File: src/rtl/assert_macros.svh
// Assertion macros used by the serial command packet parser RTL.
// Standalone header; included by files that carry concurrent checks.
`ifndef ASSERT_MACROS_SVH
`define ASSERT_MACROS_SVH

// Checks prop at every rising edge of clk, idle while rst is high.
`define ASSERT_CLK_RST(label, clk, rst, prop, msg) \
  label: assert property (@(posedge clk) disable iff (rst) (prop)) else $error(msg);

// Checks prop at every rising edge of clk, reset included.
`define ASSERT_CLK(label, clk, prop, msg) \
  label: assert property (@(posedge clk) (prop)) else $error(msg);

`endif

File: src/rtl/scpp_pkg.sv
// Package for the serial command packet parser: command codes and
// payload positions. No dependencies.
package scpp_pkg;

  // Command bytes recognized by the framer (ASCII).
  localparam logic [7:0] CMD_NONE  = 8'h00;
  localparam logic [7:0] CMD_HALT  = 8'h48;  // 'H'
  localparam logic [7:0] CMD_INFO  = 8'h49;  // 'I'
  localparam logic [7:0] CMD_POINT = 8'h50;  // 'P'
  localparam logic [7:0] CMD_SIZE  = 8'h53;  // 'S'

  // Payload positions of a point packet, counted from one.
  localparam logic [7:0] POS_DUR_HI   = 8'd1;
  localparam logic [7:0] POS_DUR_LO   = 8'd2;
  localparam logic [7:0] POS_TIME_HI  = 8'd3;
  localparam logic [7:0] POS_TIME_LO  = 8'd4;
  localparam logic [7:0] POS_COORD0   = 8'd5;
  localparam int unsigned TIMING_BYTES = 4;

endpackage

File: src/rtl/scpp_if.sv
// Handshake channels of the serial command packet parser: the received
// byte channel and the parsed result channel. Depends on nothing.
interface scpp_byte_if;
  logic       valid;
  logic       ready;
  logic [7:0] rx_byte;

  modport source (output valid, output rx_byte, input ready);
  modport sink   (input valid, input rx_byte, output ready);
endinterface

interface scpp_res_if;
  logic        valid;
  logic        ready;
  logic        done_res;
  logic [7:0]  command;
  logic [7:0]  point_dim;
  logic [15:0] duration;
  logic [15:0] time_to_target;
  logic        coord_valid;
  logic [2:0]  coord_index;
  logic [7:0]  coord_value;

  modport source (output valid, output done_res, output command, output point_dim,
                  output duration, output time_to_target, output coord_valid,
                  output coord_index, output coord_value, input ready);
  modport sink   (input valid, input done_res, input command, input point_dim,
                  input duration, input time_to_target, input coord_valid,
                  input coord_index, input coord_value, output ready);
endinterface

File: src/rtl/serial_command_packet_parser.sv
// Serial command packet parser top level: frames received bytes into
// command packets. Depends on scpp_pkg, scpp_if.sv and assert_macros.svh.
//
//   channel   direction  payload                                   handshake
//   rx        in         rx_byte                                   valid/ready
//   res       out        done_res, command, point_dim, duration,  valid/ready
//                        time_to_target, coord_valid/index/value
//   cfg       in         cfg_wdata (store_points)                  cfg_we
//
// One word is taken per cycle while the output is not stalled; its result
// is registered at the edge that accepts it. The framing state and the result register update
// in the same edge, so throughput is one word per clock.
// The input stalls only when the output register holds a result that the
// sink does not take in that cycle. Synchronous active-high reset clears the
// framing state, the store_points register and the output valid.

`include "assert_macros.svh"

module serial_command_packet_parser
  import scpp_pkg::*;
#(
  parameter int unsigned POINT_DIM = 6
) (
  input  logic         clk,
  input  logic         rst,
  scpp_byte_if.sink    rx,
  scpp_res_if.source   res,
  input  logic         cfg_we,
  input  logic         cfg_wdata
);

  // Payload bytes of a complete point packet: timing fields plus coordinates.
  localparam logic [7:0] PKT_LEN = 8'(POINT_DIM + TIMING_BYTES);

  // Configuration register.
  logic store_points;

  // Framing state.
  logic [7:0]  open_command, open_command_next;
  logic [7:0]  payload_count, payload_count_next;
  logic [15:0] duration_acc, duration_acc_next;
  logic [15:0] time_acc, time_acc_next;
  logic [7:0]  held_dim, held_dim_next;

  // Result fields computed for the word being accepted.
  logic        done_next;
  logic [15:0] dur_out_next, ttt_out_next;
  logic        cvalid_next;
  logic [2:0]  cindex_next;
  logic [7:0]  cvalue_next;

  logic       take;
  logic       is_si, is_p, closed;
  logic [7:0] pos;

  // The output register frees up when it is empty or being drained.
  assign rx.ready = !res.valid || res.ready;
  assign take     = rx.valid && rx.ready;

  assign is_si = (open_command == CMD_SIZE) || (open_command == CMD_INFO);
  assign is_p  = (open_command == CMD_POINT);

  // A packet is closed when nothing useful is open (no command, a halt or an
  // unknown code) or when a size/info or point packet has all its payload.
  assign closed = !(is_si || is_p)
               || (is_si && (payload_count == 8'd1))
               || (is_p && (payload_count == PKT_LEN));

  // Position of the incoming byte within a point payload.
  assign pos = payload_count + 8'd1;

  always_comb begin
    open_command_next  = open_command;
    payload_count_next = payload_count;
    duration_acc_next  = duration_acc;
    time_acc_next      = time_acc;
    held_dim_next      = held_dim;
    done_next          = 1'b0;
    dur_out_next       = '0;
    ttt_out_next       = '0;
    cvalid_next        = 1'b0;
    cindex_next        = '0;
    cvalue_next        = '0;

    if (closed) begin
      // The byte opens a new packet; a halt completes right away.
      payload_count_next = '0;
      open_command_next  = rx.rx_byte;
      done_next          = (rx.rx_byte == CMD_HALT);
    end else if (is_si) begin
      held_dim_next      = rx.rx_byte;
      payload_count_next = 8'd1;
      done_next          = 1'b1;
    end else begin
      payload_count_next = pos;
      // Point payload is captured only while a destination is armed; the
      // accumulators otherwise keep whatever they held.
      if (store_points) begin
        case (pos)
          POS_DUR_HI:  duration_acc_next = {rx.rx_byte, 8'h00};
          POS_DUR_LO:  duration_acc_next = duration_acc + {8'h00, rx.rx_byte};
          POS_TIME_HI: time_acc_next     = {rx.rx_byte, 8'h00};
          POS_TIME_LO: time_acc_next     = time_acc + {8'h00, rx.rx_byte};
          default: begin
            cvalid_next = 1'b1;
            cindex_next = 3'(pos - POS_COORD0);
            cvalue_next = rx.rx_byte;
          end
        endcase
      end
      if (pos == PKT_LEN) begin
        done_next = 1'b1;
        if (store_points) begin
          dur_out_next = duration_acc_next;
          ttt_out_next = time_acc_next;
        end
      end
    end
  end

  always_ff @(posedge clk) begin
    if (rst) begin
      store_points <= 1'b0;
    end else if (cfg_we) begin
      store_points <= cfg_wdata;
    end
  end

  always_ff @(posedge clk) begin
    if (rst) begin
      open_command  <= CMD_NONE;
      payload_count <= '0;
      duration_acc  <= '0;
      time_acc      <= '0;
      held_dim      <= '0;
    end else if (take) begin
      open_command  <= open_command_next;
      payload_count <= payload_count_next;
      duration_acc  <= duration_acc_next;
      time_acc      <= time_acc_next;
      held_dim      <= held_dim_next;
    end
  end

  // Output valid: set by an accepted word, cleared when the sink takes it.
  always_ff @(posedge clk) begin
    if (rst) begin
      res.valid <= 1'b0;
    end else if (take) begin
      res.valid <= 1'b1;
    end else if (res.ready) begin
      res.valid <= 1'b0;
    end
  end

  // Output payload register, loaded with each accepted word's result.
  always_ff @(posedge clk) begin
    if (take) begin
      res.done_res       <= done_next;
      res.command        <= open_command_next;
      res.point_dim      <= held_dim_next;
      res.duration       <= dur_out_next;
      res.time_to_target <= ttt_out_next;
      res.coord_valid    <= cvalid_next;
      res.coord_index    <= cindex_next;
      res.coord_value    <= cvalue_next;
    end
  end

  // A coordinate is only ever reported inside a point packet.
  `ASSERT_CLK_RST(a_coord_in_point, clk, rst, (res.valid && res.coord_valid) |-> (res.command == CMD_POINT), "coordinate reported outside a point packet")

  // Timing fields appear only on a completing point packet.
  `ASSERT_CLK_RST(a_timing_at_done, clk, rst, (res.valid && ((res.duration != 16'h0000) || (res.time_to_target != 16'h0000))) |-> (res.done_res && (res.command == CMD_POINT)), "timing reported off a completed point packet")

  // The payload counter never runs past the length of a point packet.
  `ASSERT_CLK_RST(a_count_bound, clk, rst, payload_count <= PKT_LEN, "payload count overran packet length")

endmodule

File: src/flat_wrapper.sv
// flat-port wrapper written by rule: the top's interface ports become plain ports
module serial_command_packet_parser_flat import scpp_pkg::*;
#(
  parameter int unsigned POINT_DIM = 6
)
  (clk, rst, cfg_we, cfg_wdata, rx_valid, rx_rx_byte, rx_ready, res_valid, res_done_res, res_command, res_point_dim, res_duration, res_time_to_target, res_coord_valid, res_coord_index, res_coord_value, res_ready);
  scpp_byte_if rx_i ();
  scpp_res_if res_i ();
  input  logic clk;
  input  logic rst;
  input  logic cfg_we;
  input  logic cfg_wdata;
  input wire logic [$bits(rx_i.valid)-1:0] rx_valid;
  input wire logic [$bits(rx_i.rx_byte)-1:0] rx_rx_byte;
  output wire logic [$bits(rx_i.ready)-1:0] rx_ready;
  output wire logic [$bits(res_i.valid)-1:0] res_valid;
  output wire logic [$bits(res_i.done_res)-1:0] res_done_res;
  output wire logic [$bits(res_i.command)-1:0] res_command;
  output wire logic [$bits(res_i.point_dim)-1:0] res_point_dim;
  output wire logic [$bits(res_i.duration)-1:0] res_duration;
  output wire logic [$bits(res_i.time_to_target)-1:0] res_time_to_target;
  output wire logic [$bits(res_i.coord_valid)-1:0] res_coord_valid;
  output wire logic [$bits(res_i.coord_index)-1:0] res_coord_index;
  output wire logic [$bits(res_i.coord_value)-1:0] res_coord_value;
  input wire logic [$bits(res_i.ready)-1:0] res_ready;
  assign rx_i.valid = rx_valid;
  assign rx_i.rx_byte = rx_rx_byte;
  assign rx_ready = rx_i.ready;
  assign res_valid = res_i.valid;
  assign res_done_res = res_i.done_res;
  assign res_command = res_i.command;
  assign res_point_dim = res_i.point_dim;
  assign res_duration = res_i.duration;
  assign res_time_to_target = res_i.time_to_target;
  assign res_coord_valid = res_i.coord_valid;
  assign res_coord_index = res_i.coord_index;
  assign res_coord_value = res_i.coord_value;
  assign res_i.ready = res_ready;
  serial_command_packet_parser #(.POINT_DIM(POINT_DIM)) u_core (.clk(clk), .rst(rst), .rx(rx_i), .res(res_i), .cfg_we(cfg_we), .cfg_wdata(cfg_wdata));
endmodule
File: config.mk
export PLATFORM = sky130hd
export DESIGN_NAME = serial_command_packet_parser_flat
export DESIGN_NICKNAME = d
export VERILOG_FILES = /design/src/rtl/scpp_pkg.sv /design/src/rtl/scpp_if.sv /design/src/rtl/serial_command_packet_parser.sv /design/src/flat_wrapper.sv
export VERILOG_INCLUDE_DIRS = /design/src /design/src/rtl
export SDC_FILE = /design/constraint.sdc
export NUM_CORES = 1
export LEC_CHECK = 0
export ABC_CLOCK_PERIOD_IN_PS = 7100
export BUFFER_PORTS_ARGS = -buffer_cell sky130_fd_sc_hd__clkbuf_2
export CORE_MARGIN = 3
export CORE_UTILIZATION = 44
export DETAILED_ROUTE_END_ITERATION = 8
export SLEW_MARGIN = 20
export SYNTH_ARGS = -nofsm -noshare
export SYNTH_HDL_FRONTEND = slang
export SYNTH_SLANG_ARGS = --single-unit
export TNS_END_PERCENT = 100
File: constraint.sdc
create_clock -name clk -period 7.1 [get_ports clk]
set_input_delay 0.71 -clock clk [delete_from_list [all_inputs] [get_ports clk]]
set_output_delay 0.71 -clock clk [all_outputs]
set_load 0.05 [all_outputs]
Word level (Yosys, flattened, before mapping) --
Index checks and enable logic that the tools add are counted.
Cells by class: equal/unequal tests 11, reductions and logical operators 16, mux-type cells 15, $add $sub $neg 4, bitwise operators 4
Operator list (count):
- $pmux W16 S2 | 2
- $mux W8 | 5
- $add A16 B8 Y16 | 2
- $eq A8 B7 Y1 const B | 4
- $mux W16 | 2
- $eq A8 B1 Y1 const B | 2
- $eq A8 B2 Y1 const B | 2
- $eq A8 B4 Y1 const B | 2
- $add A8 B1 Y8 const B | 1
- $eq A8 B3 Y1 const B | 1
- $reduce_or A4 Y1 | 2
- $reduce_or A7 Y1 | 1
- $mux W1 | 6
- $logic_or A1 B1 Y1 | 5
- $not A1 Y1 | 4
- $logic_and A1 B1 Y1 | 3
- $reduce_and A3 Y1 | 1
- $reduce_or A3 Y1 | 1
- $sub A3 B3 Y3 const B | 1
- $logic_not A1 Y1 | 2
- $reduce_bool A2 Y1 | 1
Storage, ports and cells: bits of input ports 14, register bits 119, logic and storage cells 65

Depth between registers and ports, before layout --
depth in word-level cells 8, gate-level depth with buffers 11, depth with buffers taken out 10

Worst setup path after synthesis --
Ideal clock, no wire load.
path kind input -> register, start input res_ready, end register u_core.res.command[0] (enable), slack 3.306 ns, stages 4, arrival 3.345 ns, data required time 6.651 ns, path buffers 1, library setup time 0.449 ns, path through nand2b_1 > nand2_1 > inv_1 > clkbuf_1
On the way: longest elaborated chain between the ends 2
Ends and longest elaborated chain:
- start: declaration | RTL line flat_wrapper.sv:25 | input wire logic [$bits(res_i.ready)-1:0] res_ready;
- $logic_or A1 B1 Y1 | RTL line serial_command_packet_parser.sv:57 | assign rx.ready = !res.valid || res.ready;
- $logic_and A1 B1 Y1 | RTL line serial_command_packet_parser.sv:58 | assign take = rx.valid && rx.ready;
- net u_core.take | RTL line serial_command_packet_parser.sv:52 | logic take;
- end signal: assignment | RTL line serial_command_packet_parser.sv:160 | res.command <= open_command_next;
- end: declaration | RTL line scpp_if.sv:24 | modport source (output valid, output done_res, output command, output point_dim,
The timed path passes the listed nets, and every way through them passes these cells. A chain may end at the register's enable or synchronous reset.

Worst setup path in the final report --
start register u_core.payload_count[0], end register u_core.res.time_to_target[12] (data pin)
On the way: longest elaborated chain between the ends 5
Ends and longest elaborated chain:
- start: declaration | RTL line serial_command_packet_parser.sv:40 | logic [7:0] payload_count, payload_count_next;
- start signal: assignment | RTL line serial_command_packet_parser.sv:138 | payload_count <= payload_count_next;
- branches (longest 5 deep; another with $add A8 B1 Y8)
- end signal: assignment | RTL line serial_command_packet_parser.sv:163 | res.time_to_target <= ttt_out_next;
- end: declaration | RTL line scpp_if.sv:25 | output duration, output time_to_target, output coord_valid,
Several ways; the timed one is not identified.

==> impl_metrics.toml <==
[run_status]
status = "finished clean"

[critical_path]
cp_cell_sequence = "ha_1, and3_1, a31o_2, and4_1, nand3_1, a222oi_1, nor2_1"
crit_arrival_ns = 3.43
slowest_delay_ns = 0.60
end_kind = "flop"
critical_path_class = "flop to flop"
required_ns = 7.25
cp_slowest_cell = "nand3_1"
startpoint_type = "flop"
crit_fanout = 16

[synth]
syn-num-nets = 677
synth.distinct_cells = 66
syn_area_per_cell_sq_um = 9.72
synth_edf_count = 61
ys_warn_count = 0
yosysSeqAreaShare_pct = 48.1
yosysTopAreaCell = "edfxtp_1"
ys_top_cells_by_area = "edfxtp_1 (29%), dfxtp_1 (19%), nor2_1 (5.1%)"
ys_async_sr_fraction_pct = 0
synth_seq_cells = 119
synth_cells = 641
netlist_area_sq_mm = 0.00623
synth-main-ff-cell = "edfxtp_1"
yosys.area.top_type_share_pct = 29.4

[route]
drcViolationCount = 0
wirelength_mm = 16.0
drt_iter0_drc = 544
wl_per_cell_um = 17.9
vias = 5264
drtPass1Iterations = 5
vias_per_cell = 5.89
antenna_left = 0

[die]
fp.dieW_um = 125
initial_core_util_pct = 45.9
num_io_pins = 77
core_sq_mm = 0.0136
rows = 42
die_h_um = 125
dieArea_sq_mm = 0.0156

[pwr]
total_power_mw = 1.82
peakVddDrop_mv = 0.140
p_leak_nw = 2.71
pwr_density_cell_mw_per_mm2 = 250

[clock_network]
clk_pin_slew_worst_paths_ns = 0.06
post_cts_buffers = 0
cts.sinks = 119
clock_latency_ns = 0.42
numCtsBuffers = 17
ctsResizeCount = 0
cts_tree = "done"
root_buffer = "clkbuf_16"
cts.path.max_buffers = 2
hold_buffers = 0
cts_htree_levels = 4

[placed_design]
place.gp.congestion = 0.878
hpwl_mm = 10.3
io_buffers = 76
dp_slack_ns = 3.82

[global_route]
grt.busiest_layer = "met2"
grt_max_degree = 83
grt.total_usage_pct = 20.6
grt_pass1_vias = 4923
grt_use_met3_pct = 5.12
grt_first_pass_wirelength_mm = 25.7
antenna_found_initial = 0
overflow = 0
met1_usage_pct = 27.1
use_met2_pct = 32.7

[timing]
slew_headroom_pct = 32.5
max_freq_mhz = 305
rsz0062_at_grt = "false"
worstMarginPinSlew_ns = 1.01
fin_skew_ns = 0.00719
worst_slack_ns = 3.82
finalCritPeriodShare_pct = 46.2
setup_viol = 0
finalHoldViolCount = 0
whs_ns = 0.481
drv_slew = 0
timing.final.crit_period_ns = 3.28
fin_setup_tns_ns = 0

[layout]
antenna_cells = 0
final_layout_size_suffix_gt1_share_pct = 17.9
area_delta_synth_final_pct = 16.8
nets = 740

[worst_hold_path]
hp-class = "flop to flop"

[run]
maxCapViolCount = 0
## cell usage after synthesis, types with 9 or more instances
| library cell | instances |
|---|---|
| nor2_1 | 85 |
| edfxtp_1 | 61 |
| dfxtp_1 | 58 |
| nand2_1 | 54 |
| a21oi_1 | 46 |
| a22oi_1 | 35 |
| o21ai_0 | 26 |
| ha_1 | 20 |
| xnor2_1 | 20 |
| inv_1 | 17 |
| buf_2 | 16 |
| and3_1 | 14 |
| nor3_1 | 14 |
| and2_1 | 12 |
| clkbuf_1 | 11 |
| nand3_1 | 11 |
| nand2b_1 | 9 |
| nor4_1 | 9 |
## per-stage QoR
step                      util (%)  instances  cell area (sq um)
after floorplan                  -        641               6230
after global placement        49.2        861               6670
after detailed placement      49.2        861               6670
after CTS                     53.7        893               7280
after global routing          53.7        893               7280
final                         53.7        893               7280
## registers in the layout, summed over array words and instances (netlist names), 16 cells and up
signal,cells
u_core.res.duration,16
u_core.duration_acc,16
u_core.res.time_to_target,16
u_core.time_acc,16
## cell usage in the layout (no fill, tap or decap), drive strengths merged, types with 4 or more instances in the layout
master	instances
nand4	9
a32oi	4
clkbuf	96
a22o	6
nor4b	4
xnor2	20
inv	17
a31oi	8
ha	20
a21oi	46
edfxtp	61
nor4	9
and3	14
nand2b	9
nor2	88
clkinv	7
o21ai	31
and2	12
a21o	5
mux2	8
bufinv	4
o2bb2ai	4
nor3	15
nand3	12
a32o	6
a22oi	35
dfxtp	58
nand2	54
o211ai	6
## where the power goes
group | switching, mW | internal (mW) | total, mW
Combinational | 0.134 | 0.0375 | 0.172
Sequential | 0.0104 | 0.750 | 0.761
Clock | 0.297 | 0.588 | 0.885
## path summary, 6_finish.rpt
path	start	slack, ns	cells after the start	to
setup reg to reg	u_core.payload_count[0]	3.82	7	u_core.res.time_to_target[12]
hold reg to reg	u_core.open_command[2]	0.48	2	u_core.open_command[2]
setup / recovery	u_core.payload_count[0]	3.82	7	u_core.res.time_to_target[12]
hold / removal	u_core.open_command[2]	0.48	2	u_core.open_command[2]
## worst max-delay path, delay by kind of cell (launching register included)
family	cells	cell delay (ns)
AO/OA/AOI/OAI	2	0.72
flip-flops	1	0.49
adder cells (fa/ha/maj)	1	0.45
AND/OR/NAND/NOR	4	1.34
## layout make-up
cell class	count	area (sq um)
fill	1244	6280
multi-input combinational	470	2990
sequential	119	2990
clock buffer	20	447
timing repair buffer	79	403
tap	176	220
clock inverter	12	156
inverter	17	63.8
## cell families (layout without fill, tap and decap cells)
kind of cell,after synthesis,in the layout,share of synthesized area (%)
AND/OR/NAND/NOR,242,242,19.4
multiplexers,11,11,1.93
XOR/XNOR,23,23,3.23
flip-flops,119,119,48.1
adder cells (fa/ha/maj),22,22,4.66
AO/OA/AOI/OAI,172,172,18.8
buffers and inverters,52,128,3.88
## layer usage
metal | vias up | routed length (um)
met5 | - | 0
met4 | 0 | 373
met3 | 27 | 934
met2 | 184 | 7480
met1 | 2537 | 7230
li1 | 2516 | -
No activity file was read; power rests on OpenSTA's default activity.
